**config.mk**
```make
export PLATFORM = sky130hd
export DESIGN_NAME = internet_checksum_stream
export DESIGN_NICKNAME = d
export VERILOG_FILES = /design/src/rtl/ics_pkg.sv /design/src/rtl/ics_lane.sv /design/src/rtl/ics_accum.sv /design/src/rtl/internet_checksum_stream.sv
export SDC_FILE = /design/constraint.sdc
export NUM_CORES = 1
export LEC_CHECK = 0
export BUFFER_PORTS_ARGS = -buffer_cell sky130_fd_sc_hd__buf_2
export CORE_ASPECT_RATIO = 0.75
export CORE_MARGIN = 5
export CORE_UTILIZATION = 35
export CTS_CLUSTER_DIAMETER = 80
export DETAILED_ROUTE_END_ITERATION = 6
export GPL_TIMING_DRIVEN = 0
export PLACE_DENSITY = 0.52
export SYNTH_ARGS = -nofsm -noshare
export SYNTH_HDL_FRONTEND = slang
export SYNTH_SLANG_ARGS = --single-unit
```
**constraint.sdc**
```tcl
create_clock -name clk -period 15.03 [get_ports clk]
set_input_delay 0 -clock clk [delete_from_list [all_inputs] [get_ports clk]]
set_output_delay 0 -clock clk [all_outputs]
set_load 0.03 [all_outputs]
```
**src/rtl/ics_pkg.sv**
```systemverilog
package ics_pkg;

    localparam int unsigned LANES  = 8;
    localparam int unsigned CNT_W  = 4;
    localparam int unsigned OFF_W  = 16;
    localparam int unsigned SUM_W  = 32;
    localparam int unsigned PART_W = OFF_W + $clog2(LANES);

    localparam logic [OFF_W-1:0] MAX_BYTES = 16'hFFFF;

    typedef struct packed {
        logic [OFF_W-1:0] contrib;
        logic             ovf;
    } lane_t;

    typedef struct packed {
        logic [PART_W-1:0] partial;
        logic              first;
        logic [SUM_W-1:0]  init;
        logic              last;
        logic [OFF_W-1:0]  total;
        logic              ovf;
    } word_t;

endpackage

```
**src/rtl/ics_lane.sv**
```systemverilog
module ics_lane (
    input  logic [7:0]             lane_byte,
    input  logic                   active,
    input  logic [ics_pkg::OFF_W:0] off,
    input  logic                   field_en,
    input  logic [ics_pkg::OFF_W-1:0] field_pos,
    output ics_pkg::lane_t         result
);
    import ics_pkg::*;

    logic [OFF_W:0] pos_ext;
    logic           in_range;
    logic           in_field;

    assign pos_ext  = {1'b0, field_pos};
    assign in_range = off < {1'b0, MAX_BYTES};
    assign in_field = field_en && ((off == pos_ext) || (off == pos_ext + 1'b1));

    always_comb
    begin
        result.ovf     = active && !in_range;
        result.contrib = '0;
        if (active && in_range && !in_field)
        begin
            result.contrib = off[0] ? {8'h00, lane_byte} : {lane_byte, 8'h00};
        end
    end

endmodule

```
**src/rtl/ics_accum.sv**
```systemverilog
module ics_accum (
    input  logic                      clk,
    input  logic                      rst_n,
    input  ics_pkg::word_t            word,
    input  logic                      word_valid,
    output logic                      word_take,
    output logic                      out_valid,
    input  logic                      out_ready,
    output logic [15:0]               checksum,
    output logic [ics_pkg::OFF_W-1:0] byte_total,
    output logic                      too_long
);
    import ics_pkg::*;

    logic [SUM_W-1:0] acc_reg;
    logic [SUM_W-1:0] acc_next;
    logic [16:0]      fold1;
    logic [15:0]      fold2;
    logic             out_valid_reg;
    logic             out_valid_next;
    logic [15:0]      checksum_reg;
    logic [OFF_W-1:0] total_reg;
    logic             too_long_reg;

    assign word_take = word_valid && (!word.last || !out_valid_reg || out_ready);

    always_comb
    begin
        acc_next = (word.first ? word.init : acc_reg) + SUM_W'(word.partial);
        fold1    = {1'b0, acc_next[15:0]} + {1'b0, acc_next[31:16]};
        fold2    = fold1[15:0] + {15'b0, fold1[16]};
    end

    always_comb
    begin
        out_valid_next = out_valid_reg;
        if (word_take && word.last)
        begin
            out_valid_next = 1'b1;
        end
        else if (out_ready)
        begin
            out_valid_next = 1'b0;
        end
    end

    always_ff @(posedge clk or negedge rst_n)
    begin
        if (!rst_n)
        begin
            out_valid_reg <= 1'b0;
        end
        else
        begin
            out_valid_reg <= out_valid_next;
        end
    end

    always_ff @(posedge clk)
    begin
        if (word_take)
        begin
            acc_reg <= acc_next;
            if (word.last)
            begin
                checksum_reg <= ~fold2;
                total_reg    <= word.total;
                too_long_reg <= word.ovf;
            end
        end
    end

    assign out_valid  = out_valid_reg;
    assign checksum   = checksum_reg;
    assign byte_total = total_reg;
    assign too_long   = too_long_reg;

endmodule

```
**src/rtl/internet_checksum_stream.sv**
```systemverilog
// Channel | Direction | Handshake          | Payload
// in      | sink      | in_valid/in_ready  | data, valid_bytes, last, initial_req,
//         |           |                    | zero_enable, zero_pos
// out     | source    | out_valid/out_ready| checksum, byte_total, too_long
//
// One word per cycle unless stalled; eight byte lanes and an adder tree sum it.
// A packet result is registered after its last word leaves the word register.
// The running offset and the 32-bit accumulator each update once per word taken.
// Reset clears the packet offset and both valid flags.
// A held result stalls a following last word and all input behind it.
module internet_checksum_stream (
    input  logic        clk,
    input  logic        rst_n,
    input  logic        in_valid,
    output logic        in_ready,
    input  logic [63:0] data,
    input  logic [3:0]  valid_bytes,
    input  logic        last,
    input  logic [31:0] initial_req,
    input  logic        zero_enable,
    input  logic [15:0] zero_pos,
    output logic        out_valid,
    input  logic        out_ready,
    output logic [15:0] checksum,
    output logic [15:0] byte_total,
    output logic        too_long
);
    import ics_pkg::*;

    logic [OFF_W-1:0]  offset_reg;
    logic [OFF_W-1:0]  offset_next;
    logic [OFF_W-1:0]  pos_reg;
    logic              en_reg;
    logic              ovf_reg;
    word_t             word_reg;
    word_t             word_next;
    logic              word_valid_reg;
    logic              word_valid_next;
    logic              word_take;
    logic              accept;
    logic              first;
    logic [OFF_W-1:0]  pos_eff;
    logic              en_eff;
    logic [CNT_W-1:0]  cnt;
    logic [OFF_W:0]    end_off;
    logic [OFF_W-1:0]  new_off;
    logic [PART_W-1:0] partial;
    logic              ovf_any;
    lane_t             lane_res [LANES];

    assign accept   = in_valid && in_ready;
    assign in_ready = !word_valid_reg || word_take;
    assign first    = offset_reg == '0;
    assign pos_eff  = first ? zero_pos : pos_reg;
    assign en_eff   = first ? zero_enable : en_reg;
    assign cnt      = (valid_bytes > CNT_W'(LANES)) ? CNT_W'(LANES) : valid_bytes;

    for (genvar i = 0; i < LANES; i++)
    begin : g_lane
        ics_lane u_lane (
            .lane_byte (data[8*i +: 8]),
            .active    (CNT_W'(i) < cnt),
            .off       ({1'b0, offset_reg} + (OFF_W+1)'(i)),
            .field_en  (en_eff),
            .field_pos (pos_eff),
            .result    (lane_res[i])
        );
    end

    always_comb
    begin
        partial = '0;
        ovf_any = 1'b0;
        for (int i = 0; i < LANES; i++)
        begin
            partial = partial + PART_W'(lane_res[i].contrib);
            ovf_any = ovf_any | lane_res[i].ovf;
        end
    end

    always_comb
    begin
        end_off = {1'b0, offset_reg} + (OFF_W+1)'(cnt);
        new_off = (end_off >= {1'b0, MAX_BYTES}) ? MAX_BYTES : end_off[OFF_W-1:0];
        offset_next = last ? '0 : new_off;

        word_next.partial = partial;
        word_next.first   = first;
        word_next.init    = initial_req;
        word_next.last    = last;
        word_next.total   = new_off;
        word_next.ovf     = (ovf_reg && !first) || ovf_any;

        word_valid_next = word_valid_reg;
        if (accept)
        begin
            word_valid_next = 1'b1;
        end
        else if (word_take)
        begin
            word_valid_next = 1'b0;
        end
    end

    always_ff @(posedge clk or negedge rst_n)
    begin
        if (!rst_n)
        begin
            offset_reg     <= '0;
            pos_reg        <= '0;
            en_reg         <= 1'b0;
            ovf_reg        <= 1'b0;
            word_valid_reg <= 1'b0;
        end
        else
        begin
            word_valid_reg <= word_valid_next;
            if (accept)
            begin
                offset_reg <= offset_next;
                pos_reg    <= pos_eff;
                en_reg     <= en_eff;
                ovf_reg    <= word_next.ovf && !last;
            end
        end
    end

    always_ff @(posedge clk)
    begin
        if (accept)
        begin
            word_reg <= word_next;
        end
    end

    ics_accum u_accum (
        .clk        (clk),
        .rst_n      (rst_n),
        .word       (word_reg),
        .word_valid (word_valid_reg),
        .word_take  (word_take),
        .out_valid  (out_valid),
        .out_ready  (out_ready),
        .checksum   (checksum),
        .byte_total (byte_total),
        .too_long   (too_long)
    );

endmodule

```
# --- Word level (Yosys, flattened, before mapping) ---
# Cells that the tools add are included.
op_classes:
  add_sub_neg: 19
  n_lt_le_gt_ge: 18
  eq_ne: 16
  n_mux: 26
  bitwise_logic: 8
  reduce_logical: 74
op_table:
  columns: ["operator", "n"]
  rows:
  - ["$mux W16", 19]
  - ["$eq A17 B16 Y1", 7]
  - ["$eq A17 B17 Y1", 7]
  - ["$lt A17 B16 Y1 const B", 7]
  - ["$add A19 B16 Y19", 4]
  - ["$add A16 B3 Y17 const B", 4]
  - ["$logic_and A1 B1 Y1", 37]
  - ["$add A16 B1 Y17 const B", 2]
  - ["$add A16 B16 Y17", 2]
  - ["$add A16 B2 Y17 const B", 2]
  - ["$add A32 B19 Y32", 1]
  - ["$mux W32", 1]
  - ["$logic_not A1 Y1", 21]
  - ["$add A18 B16 Y19", 1]
  - ["$add A17 B16 Y18", 1]
  - ["$add A16 B4 Y17", 1]
  - ["$eq A16 B17 Y1", 1]
  - ["$ge A17 B16 Y1 const B", 1]
  - ["$add A16 B1 Y16", 1]
  - ["$eq A16 B16 Y1", 1]
  - ["$logic_not A16 Y1", 1]
  - ["$lt A16 B16 Y1 const B", 1]
  - ["$lt A3 B4 Y1 const A", 4]
  - ["$not A16 Y16", 1]
  - ["9 further kinds", 33]
totals:
  ff_bits: 171
  input_bits: 122
  out_inout_bits: 35
  wordCells: 177

# --- Longest topological paths before layout ---
# Gate-level depths: netlist (run 1).
depth:
  word_depth: 16
  ltp_mapped: 45
  depth_no_buf: 37

# --- Hierarchy ---
# From an unflattened synthesis (run 1), not the netlist that was laid out.
unflattened:
  cells_unflattened: 2673
  area_unflattened_um2: 22404.0
modules_own_cells:
  columns: ["mod", "instances", "cells_each", "area_per_inst_um2", "seq_area_each_um2"]
  rows:
  - ["internet_checksum_stream", 1, 979, 9385.3, 2977.9]
  - ["ics_lane", 8, 152, 1002.2, 0.0]
  - ["ics_accum", 1, 478, 5001.0, 1976.9]

# --- Worst setup path before layout (run 1) ---
# No wires, ideal clock.
synth_path:
  kind: "register to register"
  start: "reg offset_reg[0]"
  end: "reg word_reg[68] in the netlist's numbering, data pin"
  setup_time_ps: 258
  arrival_time_ps: 9506
  required_time_ps: 14772
  slack_ps: 5266
  stages_incl_launch_ff: 42
  n_path_buf: 8
  synth_period_minus_slack_ps: 9764
  path_cell_list: "dfrtp_1 -> clkbuf_1 -> clkbuf_1 -> inv_1 -> clkbuf_1 -> clkbuf_1 -> ha_1 -> buf_2 -> nor4b_4 -> nand4_4 -> buf_6 -> buf_6 -> mux2i_1 -> inv_1 -> ha_1 -> nand4_1 -> nor2_1 -> mux2i_1 -> (+6 left out) -> or4_1 -> fa_1 -> inv_1 -> fa_1 -> fa_1 -> inv_1 -> fa_1 -> inv_1 -> ha_1 -> a21o_1 -> a21oi_1 -> o21ai_0 -> a31o_2 -> a2111oi_0 -> nor2_1 -> a211o_1 -> a21oi_1 -> xnor2_1"
synth_between:
  elab_chain_len: 16
  elab_cells_between_ends: 98
synth_rtl:
  columns: ["item", "line_no", "source"]
  rows:
  - ["start, declared", "internet_checksum_stream.sv:30", "logic [OFF_W-1:0] offset_reg;"]
  - ["start signal, assigned", "internet_checksum_stream.sv:120", "offset_reg <= offset_next;"]
  - ["$logic_not A16 Y1 (*)", "internet_checksum_stream.sv:53", "assign first = offset_reg == '0;"]
  - ["$mux W16 (*)", "internet_checksum_stream.sv:54", "assign pos_eff = first ? zero_pos : pos_reg;"]
  - ["named net g_lane[0].u_lane.field_pos, one bit", "ics_lane.sv:6", "input logic [ics_pkg::OFF_W-1:0] field_pos,"]
  - ["$add A16 B1 Y17", "ics_lane.sv:17", "assign in_field = field_en && ((off == pos_ext) || (off == pos_ext + 1'b1));"]
  - ["$eq A16 B17 Y1 or $eq A17 B17 Y1 (tied branches)", "ics_lane.sv:17", null]
  - ["$logic_or A1 B1 Y1", "ics_lane.sv:17", null]
  - ["$logic_and A1 B1 Y1", "ics_lane.sv:17", null]
  - ["$logic_not A1 Y1", "ics_lane.sv:23", "if (active && in_range && !in_field)"]
  - ["$logic_and A1 B1 Y1", "ics_lane.sv:23", null]
  - ["$mux W16", "ics_lane.sv:23", null]
  - ["$add A16 B16 Y17", "internet_checksum_stream.sv:76", "partial = partial + PART_W'(lane_res[i].contrib);"]
  - ["$add A17 B16 Y18", "internet_checksum_stream.sv:76", null]
  - ["$add A18 B16 Y19", "internet_checksum_stream.sv:76", null]
  - ["$add A19 B16 Y19 (3 in a row)", "internet_checksum_stream.sv:76", null]
  - ["$add A19 B16 Y19 (*)", "internet_checksum_stream.sv:76", null]
  - ["named net partial[17]", "internet_checksum_stream.sv:47", "logic [PART_W-1:0] partial;"]
  - ["end signal, assigned", "internet_checksum_stream.sv:132", "word_reg <= word_next;"]
  - ["end, declared", "internet_checksum_stream.sv:35", "word_t word_reg;"]
# The timed path passes the listed nets; every way through them passes the cells marked *.
# A chain may end at the register's enable or synchronous reset.

# --- Worst setup path after layout (run 1) ---
layout_path:
  start: "reg offset_reg[0]"
  end: "reg word_reg[69] in the netlist's numbering, data pin"
# Same word-level chain as after synthesis.

==> summary by stage, run 1 <==
Power
For this design the total switching power over the nets is 2.62 mW. The worst-case IR drop observed on VDD is roughly 0.22 mV. The power per standard cell area is ~230 mW/mm^2. The share of power burned in combinational logic is 0.738. Internal power comes to roughly 2.4 mW. The portion of total power attributed to sequential cells is 0.170.

The fraction of power spent switching nets is 0.522. Of the total power, the clock network draws 0.091. The static leakage is roughly 8.4 nW.

Final layout
The count of non-filler cells in the finished layout is 3,032. The synthesis-to-finish area growth is 14.4%. The flip-flop count of the largest register after layout is 70. For this run, the post-layout net count is between 2,000 and 3,000.

The area occupied by multi-input gates is between 0.01 and 0.015 mm^2. The proportion of layout cells with a drive suffix above 1 is 0.130. Fill cells in the final layout number 5,504. The finished cells cover 0.0219 mm^2. 0 antenna diodes ended up in the layout. The sequential cells in the finished layout cover a total of 0.00495 mm^2.

Die
The I/O pin count is 157. The initial utilization of the core area, before any placement, comes to 0.353. The core region is 0.0543 mm^2.

The die is between 200 and 250 um tall. The horizontal die dimension is roughly 280 um. The floorplan step defined a die boundary enclosing 0.0595 mm^2. The floorplan has 74 rows.

Drt
The average routed wire per standard cell is 30.3 um. The detail-routed via count per cell is 5.87. The first-pass iteration count of the detailed router is 5. The count of antenna-violating nets left after detailed routing is 0. The final layout contains routed wiring with a total length of between 90,000 and 100,000 um. The DRC violation count after routing is 0. For this block, the initial DRC count from the detailed router was 2,267. The total via count after detailed routing is 17,800.

STA
The number of setup violations in the final report is 0. Headroom to the max-slew limit came out at 0.0804. The share of the cycle needed by the critical path after routing is 0.959. The worst clock skew is 36.6 ps.

The final worst hold slack is 45.0 ps. Setup total negative slack on the finished layout was measured at 0 ps. Setup repair after global routing left no endpoint under its margin. The max-slew violation total from the final report is 0.

After layout, the minimum clock period comes to ~14,000 ps. At the pin with the least slew margin, the transition time is 1370 ps. Timing would allow up to 69.4 MHz.

The hold violation count in the final report was 0.

Clock network
Buffers added to address setup during post-CTS repair amount to 0. The TritonCTS clock tree is built. The later-pin clock latency in the skew report is 500 ps. The number of cells upsized or downsized after cts is 0. The CTS clock-pin slew for the worst setup and hold paths is 100 ps.

The root buffer cell chosen for the clock tree is sky130_fd_sc_hd__clkbuf_16. The tree built by TritonCTS fans out to 171 sinks. The maximum buffer depth of the clock tree is 2. The clock buffer count from CTS is 17. For this design, the CTS-stage hold fixing added 39 buffers. In this run the number of H-tree levels came out at 4.

Place
The instance area after placement is 0.0209 mm^2. Buffers placed on the I/O ports in this run total 153. The congestion estimate from routability-driven global placement came to around 1.0. After detailed placement, the design holds a cell count of 2,961. The HPWL after detailed placement is about 76,000 um.

Global routing
Entering global routing, the biggest net connects 72 pins. The initial antenna violation count is 2. For this run, the total global-route usage over all layers was measured as 0.303. The number of global-route vias before repair is 16,900. The first global-routing pass estimated around 130,000 um of wire. Global routing finished with a remaining overflow of 0.

Yosys
In the synthesized netlist the async set-or-reset flop fraction comes to 0.211. The most used flip-flop cell after synthesis is sky130_fd_sc_hd__edfxtp_1. The share of the Yosys chip area taken by registers is 0.259. The post-synth net total is around 2,400.

The share of synthesized area in the top cell type comes to 0.212. For this run, the number of Yosys warnings is 0. A synthesized cell averages 9.18 um^2. The cell count after synthesis is 2,083. The biggest area consumer among synthesized cells is sky130_fd_sc_hd__edfxtp_1.

In this run, synthesis inferred roughly 140 flip-flops with an integrated enable. The unique cell type count in the Yosys netlist is 95. By area the synthesized netlist is led by sky130_fd_sc_hd__edfxtp_1 21%, sky130_fd_sc_hd__fa_1 10%, sky130_fd_sc_hd__xnor2_1 10%. The cell area after technology mapping is 0.0191 mm^2. The synthesized design contains 171 register bits.

Job
The max-capacitance violation count is 0.

Critical path
The data arrival time of the critical path is 14,610 ps. Along the worst path, the maximum fanout reaches 10. The highest cell delay on the worst timing path is ~1000 ps. The critical path in this run is classified as reg -> reg. The worst setup path is launched from a flip-flop. On the critical path, the stage with the largest delay is an instance of sky130_fd_sc_hd__nor4_1. The data required time at the worst endpoint is 15,230 ps. STA classifies the critical path endpoint as a flip-flop.

Min path
In this run the worst hold path is classified as in -> reg.

Run status
The flow ran to the end, and the final reports show no timing, DRC or antenna violations.
-- final timing paths --
check	from	slack, ps	cells after the start	endpoint
worst max-delay path	offset_reg[0]	620	40	word_reg[69]
worst min-delay path	zero_pos[12]	50	3	pos_reg[12]
worst max register to register	offset_reg[0]	620	40	word_reg[69]
worst min register to register	word_reg[10]	420	0	u_accum.byte_total[9]
max in group asynchronous	rst_n	14180	2	u_accum.out_valid
min in group asynchronous	rst_n	180	2	pos_reg[1]
-- critical path: cells and delay by family (launching register included) --
kind            cells  cell delay, ps
simple gates       10            4040
flops               1             450
buf+inv            12            3400
xor+xnor            1             370
mux                 1             290
compound gates      8            2340
fa+ha+maj           8            3190
-- cells by family after synthesis --
logic type / synth area share
simple gates: 0.218
xor+xnor: 0.168
compound gates: 0.115
buf+inv: 0.0534
flops: 0.259
fa+ha+maj: 0.150
mux: 0.0377
-- cells in the final DEF (no fill, tap or decap), types with 65 or more instances in the layout --
master,count
sky130_fd_sc_hd__ha_1,71
sky130_fd_sc_hd__nor3_1,82
sky130_fd_sc_hd__nand2_1,162
sky130_fd_sc_hd__inv_1,149
sky130_fd_sc_hd__xor2_1,91
sky130_fd_sc_hd__fa_1,98
sky130_fd_sc_hd__xnor2_1,216
sky130_fd_sc_hd__edfxtp_1,135
sky130_fd_sc_hd__nor2_1,104
sky130_fd_sc_hd__a21oi_1,77
sky130_fd_sc_hd__clkbuf_1,65
sky130_fd_sc_hd__o21ai_0,72
sky130_fd_sc_hd__nand3_1,68
sky130_fd_sc_hd__buf_2,166
-- layout make-up --
| cell class | count | area share |
|---|---|---|
| Buffer | 104 | 0.0205 |
| Sequential cell | 171 | 0.226 |
| Clock inverter | 14 | 0.00692 |
| Timing Repair Buffer | 195 | 0.0555 |
| Tap cell | 722 | 0.0413 |
| Inverter | 153 | 0.0264 |
| Clock buffer | 18 | 0.0201 |
| Multi-Input combinational cell | 1655 | 0.603 |
-- power groups by stage --
stage / clock, mW / sequential (mW) / combinational, mW
after detailed placement: 0 / 0.862 / 3.61
after global placement: 0 / 0.863 / 3.59
after CTS: 0.469 / 0.853 / 3.65
after global routing: 0.487 / 0.865 / 4.04
final: 0.458 / 0.855 / 3.71
after floorplan: 0 / 0.885 / 2.48
-- cell usage after synthesis, types with 6 or more instances --
master                     count
sky130_fd_sc_hd__o21a_1       17
sky130_fd_sc_hd__nor4b_1      12
sky130_fd_sc_hd__nor2b_1      20
sky130_fd_sc_hd__o21ai_0      72
sky130_fd_sc_hd__or3_1        18
sky130_fd_sc_hd__edfxtp_1    135
sky130_fd_sc_hd__nor3_1       82
sky130_fd_sc_hd__and2_1       55
sky130_fd_sc_hd__nand3_1      68
sky130_fd_sc_hd__xnor3_1      19
sky130_fd_sc_hd__nor4_1       55
sky130_fd_sc_hd__nand2b_1     20
sky130_fd_sc_hd__o211ai_1      9
sky130_fd_sc_hd__nand2_1     162
sky130_fd_sc_hd__and4_1       17
sky130_fd_sc_hd__a31oi_1      25
sky130_fd_sc_hd__or2_2        15
sky130_fd_sc_hd__mux2i_1      26
sky130_fd_sc_hd__inv_1       150
sky130_fd_sc_hd__fa_1         98
sky130_fd_sc_hd__nand4_1      63
sky130_fd_sc_hd__buf_2        13
sky130_fd_sc_hd__xor2_1       91
sky130_fd_sc_hd__and3_1       20
sky130_fd_sc_hd__ha_1         71
sky130_fd_sc_hd__xnor2_1     218
sky130_fd_sc_hd__a211o_1       6
sky130_fd_sc_hd__nor2_1      105
sky130_fd_sc_hd__a21oi_1      77
sky130_fd_sc_hd__a21boi_0      6
sky130_fd_sc_hd__buf_1        19
sky130_fd_sc_hd__a22o_1        8
sky130_fd_sc_hd__dfrtp_1      36
sky130_fd_sc_hd__o31ai_1       7
sky130_fd_sc_hd__clkbuf_1     65
sky130_fd_sc_hd__mux2_2       28
sky130_fd_sc_hd__a211oi_1      9
sky130_fd_sc_hd__a21o_1       19
sky130_fd_sc_hd__or4_1        23
-- per-stage QoR --
stage | utilization | power (mW) | setup slack (ps)
3_3_place_gp | 0.383 | 4.45 | 809
5_1_grt | 0.403 | 5.39 | 132
4_1_cts | 0.403 | 4.97 | 1030
3_5_place_dp | 0.385 | 4.48 | 1150
2_1_floorplan | - | 3.37 | 5270
6_report | 0.403 | 5.02 | 620
-- layer usage --
layer,share of wire,vias to the layer above,global-route usage
met1,0.50,8894,0.492
met3,0.099,90,0.0693
met4,0.016,2,0.0509
met2,0.38,948,0.409
met5,0.00014,-,0
li1,-,7850,-
No activity file was read; power rests on OpenSTA's default activity.
==> run 2, diff against run 1 <==
Settings changed: BUFFER_PORTS_ARGS -buffer_cell sky130_fd_sc_hd__buf_2 to unset, DONT_BUFFER_PORTS set to 1, PLACE_DENSITY 0.52 to 0.5.
==> run 2 against run 1 <==
The run now ends with max-capacitance violations, max-slew violations left. Largest power group unchanged. Combinational power down 4%. Final area fell by 3.0%. First-iteration DRC count fell by 5.9%. Clock power decreased by 2%. Core utilization is 1.2 points lower. Die area is the same.
==> summary by stage, run 2 (same netlist as run 1, synthesis figures left out) <==
Run status
Result of the run: complete, but fails checks (was finished clean). The final reports fail on max-capacitance violations, max-slew violations.

Critical path
The family of cells with the greatest summed delay on the critical path is buffers and inverters (was simple AND/OR/NAND/NOR gates). The data arrival time of the critical path came to 14,480 ps (was 14,610 ps). The maximum fanout encountered on the critical timing path is 10 (unchanged). The startpoint class of the critical path was a flip-flop (unchanged). The data required time at the worst endpoint was 15,230 ps (about the same). The worst path buffer plus inverter count is 13 (was 12). The capturing element type of the critical path is a flip-flop (unchanged).

The type of the worst setup path is reg -> reg (unchanged). The standard cell with the maximum stage delay on the critical path is sky130_fd_sc_hd__a2111oi_2 (was sky130_fd_sc_hd__nor4_1). The highest cell delay on the worst timing path is 910 ps (was 1010 ps).

Drt
The count of antenna-violating nets left after detailed routing is 0 (unchanged). The total wire length is 92,200 um (was 91,700 um). The average routed wire per standard cell was 31.9 um (was 30.3 um). The violation count after the first detailed-routing iteration is 2,134 (was 2,267). The total via count after detailed routing came to 17,400 (was 17,800). The detail-routed via count per cell is 6.02 (was 5.87).

The DRC violation count after routing is 0 (unchanged). The first-pass iteration count of the detailed router came to 5 (unchanged).

Clock network
The maximum buffer depth of the clock tree is 2 (unchanged). The clock root buffer was sky130_fd_sc_hd__clkbuf_16 (unchanged). The CTS clock-pin slew for the worst setup and hold paths is 90 ps (was 100 ps). The maximum level of the CTS H-tree is 4 (unchanged). The setup fix buffers added after clock tree synthesis is 0 (unchanged). The CTS sink count is 171 (unchanged).

The later-pin clock latency in the skew report was 500 ps (about the same). The clock buffer count from CTS is 17 (unchanged). The TritonCTS clock tree is built (unchanged).

Final layout
The count of non-filler cells in the finished layout is 2,892 (was 3,032). Commonest cells after routing, fill and taps aside: 218 x sky130_fd_sc_hd__xnor2_1, 162 x sky130_fd_sc_hd__nand2_1, 149 x sky130_fd_sc_hd__inv_1 (was 216 x sky130_fd_sc_hd__xnor2_1, 166 x sky130_fd_sc_hd__buf_2, 162 x sky130_fd_sc_hd__nand2_1). The proportion of layout cells with a drive suffix above 1 is 0.0678 (was 0.130).

The flip-flop count of the largest register after layout came to 70 (unchanged). The synthesis-to-finish area growth is 11.0% (was 14.4%). The final net count is 2,447 (was 2,588). The most common cell after layout, fill and taps aside is sky130_fd_sc_hd__xnor2_1 (unchanged).

Place
The routability-driven placement congestion ratio is 1.03 (about the same). The number of cells in the design after placement is 2,808 (was 2,961). The worst setup timing slack at the placement stage is 1200 ps (was 1150 ps). The total of buffers placed on input and output ports is 0 (was 153).

The estimated wirelength of the detail-placed design is 75,300 um (was 76,000 um).

Power
The largest vdd supply drop was 0.219 mV (about the same). The power per standard cell area is 232 mW/mm^2 (was 229 mW/mm^2). The static leakage is 7.86 nW (was 8.42 nW).

The total design power came to 4.93 mW (was 5.02 mW).

Global routing
The global routing usage summed across all routing layers came to 0.305 (was 0.303). The maximum number of pins on one net before global-route repair came to 71 (was 72). The first-pass GRT wire length is 128,000 um (about the same). The number of global-route vias before repair is 16,500 (was 16,900). The residual overflow from global routing is 0 (unchanged). The initial antenna violation count was 4 (was 2).

Min path
The type of the worst min-delay path is in -> reg (unchanged).

STA
The number of setup violations in the final report is 0 (unchanged). The share of the cycle needed by the critical path after routing is 0.950 (was 0.959). The hold violation count in the final report came to 0 (unchanged). The slack of the critical path is 750 ps (was 620 ps). The sum of negative setup slack is 0 ps (unchanged). The transition time at the pin with the least slew margin was 1520 ps (was 1370 ps). The worst clock skew is 34.9 ps (was 36.6 ps). The max-slew headroom at the worst pin is -0.0220 (was 0.0804). The max-slew violation total from the final report is 7 (was 0). The clock period minus final worst setup slack is 14,280 ps (was 14,410 ps). The highest attainable clock frequency came to 70.0 MHz (was 69.4 MHz). Unrepaired setup endpoints after global routing: no (unchanged). The final worst hold slack is 39.3 ps (was 45.0 ps).

Die
The height of the die is 212 um (unchanged). The I/O pin count is 157 (unchanged). The count of standard-cell rows is 74 (unchanged). The core box area is 0.0543 mm^2 (unchanged).

The die outline area is 0.0595 mm^2 (unchanged). The effective utilization at floorplan is 0.353 (unchanged). The horizontal die dimension is 280 um (unchanged).

Job
The max-capacitance violation count was 2 (was 0).
run 2: path summary, 6_finish.rpt:
path | start | endpoint | slack, ps | cells after the start
worst min-delay path | zero_pos[6] | pos_reg[6] | 40 | 2
worst max register to register | offset_reg[0] | word_reg[69] | 750 | 42
worst max-delay path | offset_reg[0] | word_reg[69] | 750 | 42
worst min register to register | word_reg[16] | u_accum.byte_total[15] | 410 | 0
min in group asynchronous | rst_n | offset_reg[8] | 530 | 3
max in group asynchronous | rst_n | pos_reg[12] | 12830 | 4
run 2: final cells by class:
class                           count  area, um^2
Fill cell                        5630       33000
Sequential cell                   171        4950
Multi-Input combinational cell   1655       13200
Clock buffer                       18         429
Timing Repair Buffer               54         588
Antenna cell                        1        2.50
Clock inverter                     14         128
Buffer                            104         448
Inverter                          153         577
Tap cell                          722         903
run 2: power breakdown:
part	switching [mW]	total [mW]	internal (mW)
Clock	0.229	0.447	0.218
Sequential	0.128	0.915	0.787
Combinational	2.21	3.57	1.36
run 2: metal layers:
| metal | part of all wire | GRT usage | up-vias |
|---|---|---|---|
| li1 | - | - | 7581 |
| met1 | 0.49 | 0.491 | 8778 |
| met2 | 0.39 | 0.411 | 954 |
| met3 | 0.10 | 0.0699 | 90 |
| met4 | 0.018 | 0.0619 | 0 |
| met5 | 0 | 0 | - |
run 2: what timing repair did:
action,4_1_cts,5_1_grt
endpoints found under the hold margin,90,0
hold buffers,51,0
resized for setup,0,0
run 2: worst register-to-register path: cells and delay by family, from the launching register on:
family,cells,cell delay [ps]
DFF,1,410
adders and majority gates,8,3090
xor gates and xnor gates,1,200
AOI/OAI and AO/OA,10,3300
and+or+nand+nor,8,1870
muxes,2,1050
buffers and inverters,13,4060
run 2: metrics by stage:
step / cell area [um^2] / util
2_1_floorplan: 19100 / -
3_3_place_gp: 20000 / 0.369
3_5_place_dp: 20100 / 0.371
4_1_cts: 21200 / 0.391
5_1_grt: 21200 / 0.391
6_report: 21200 / 0.391
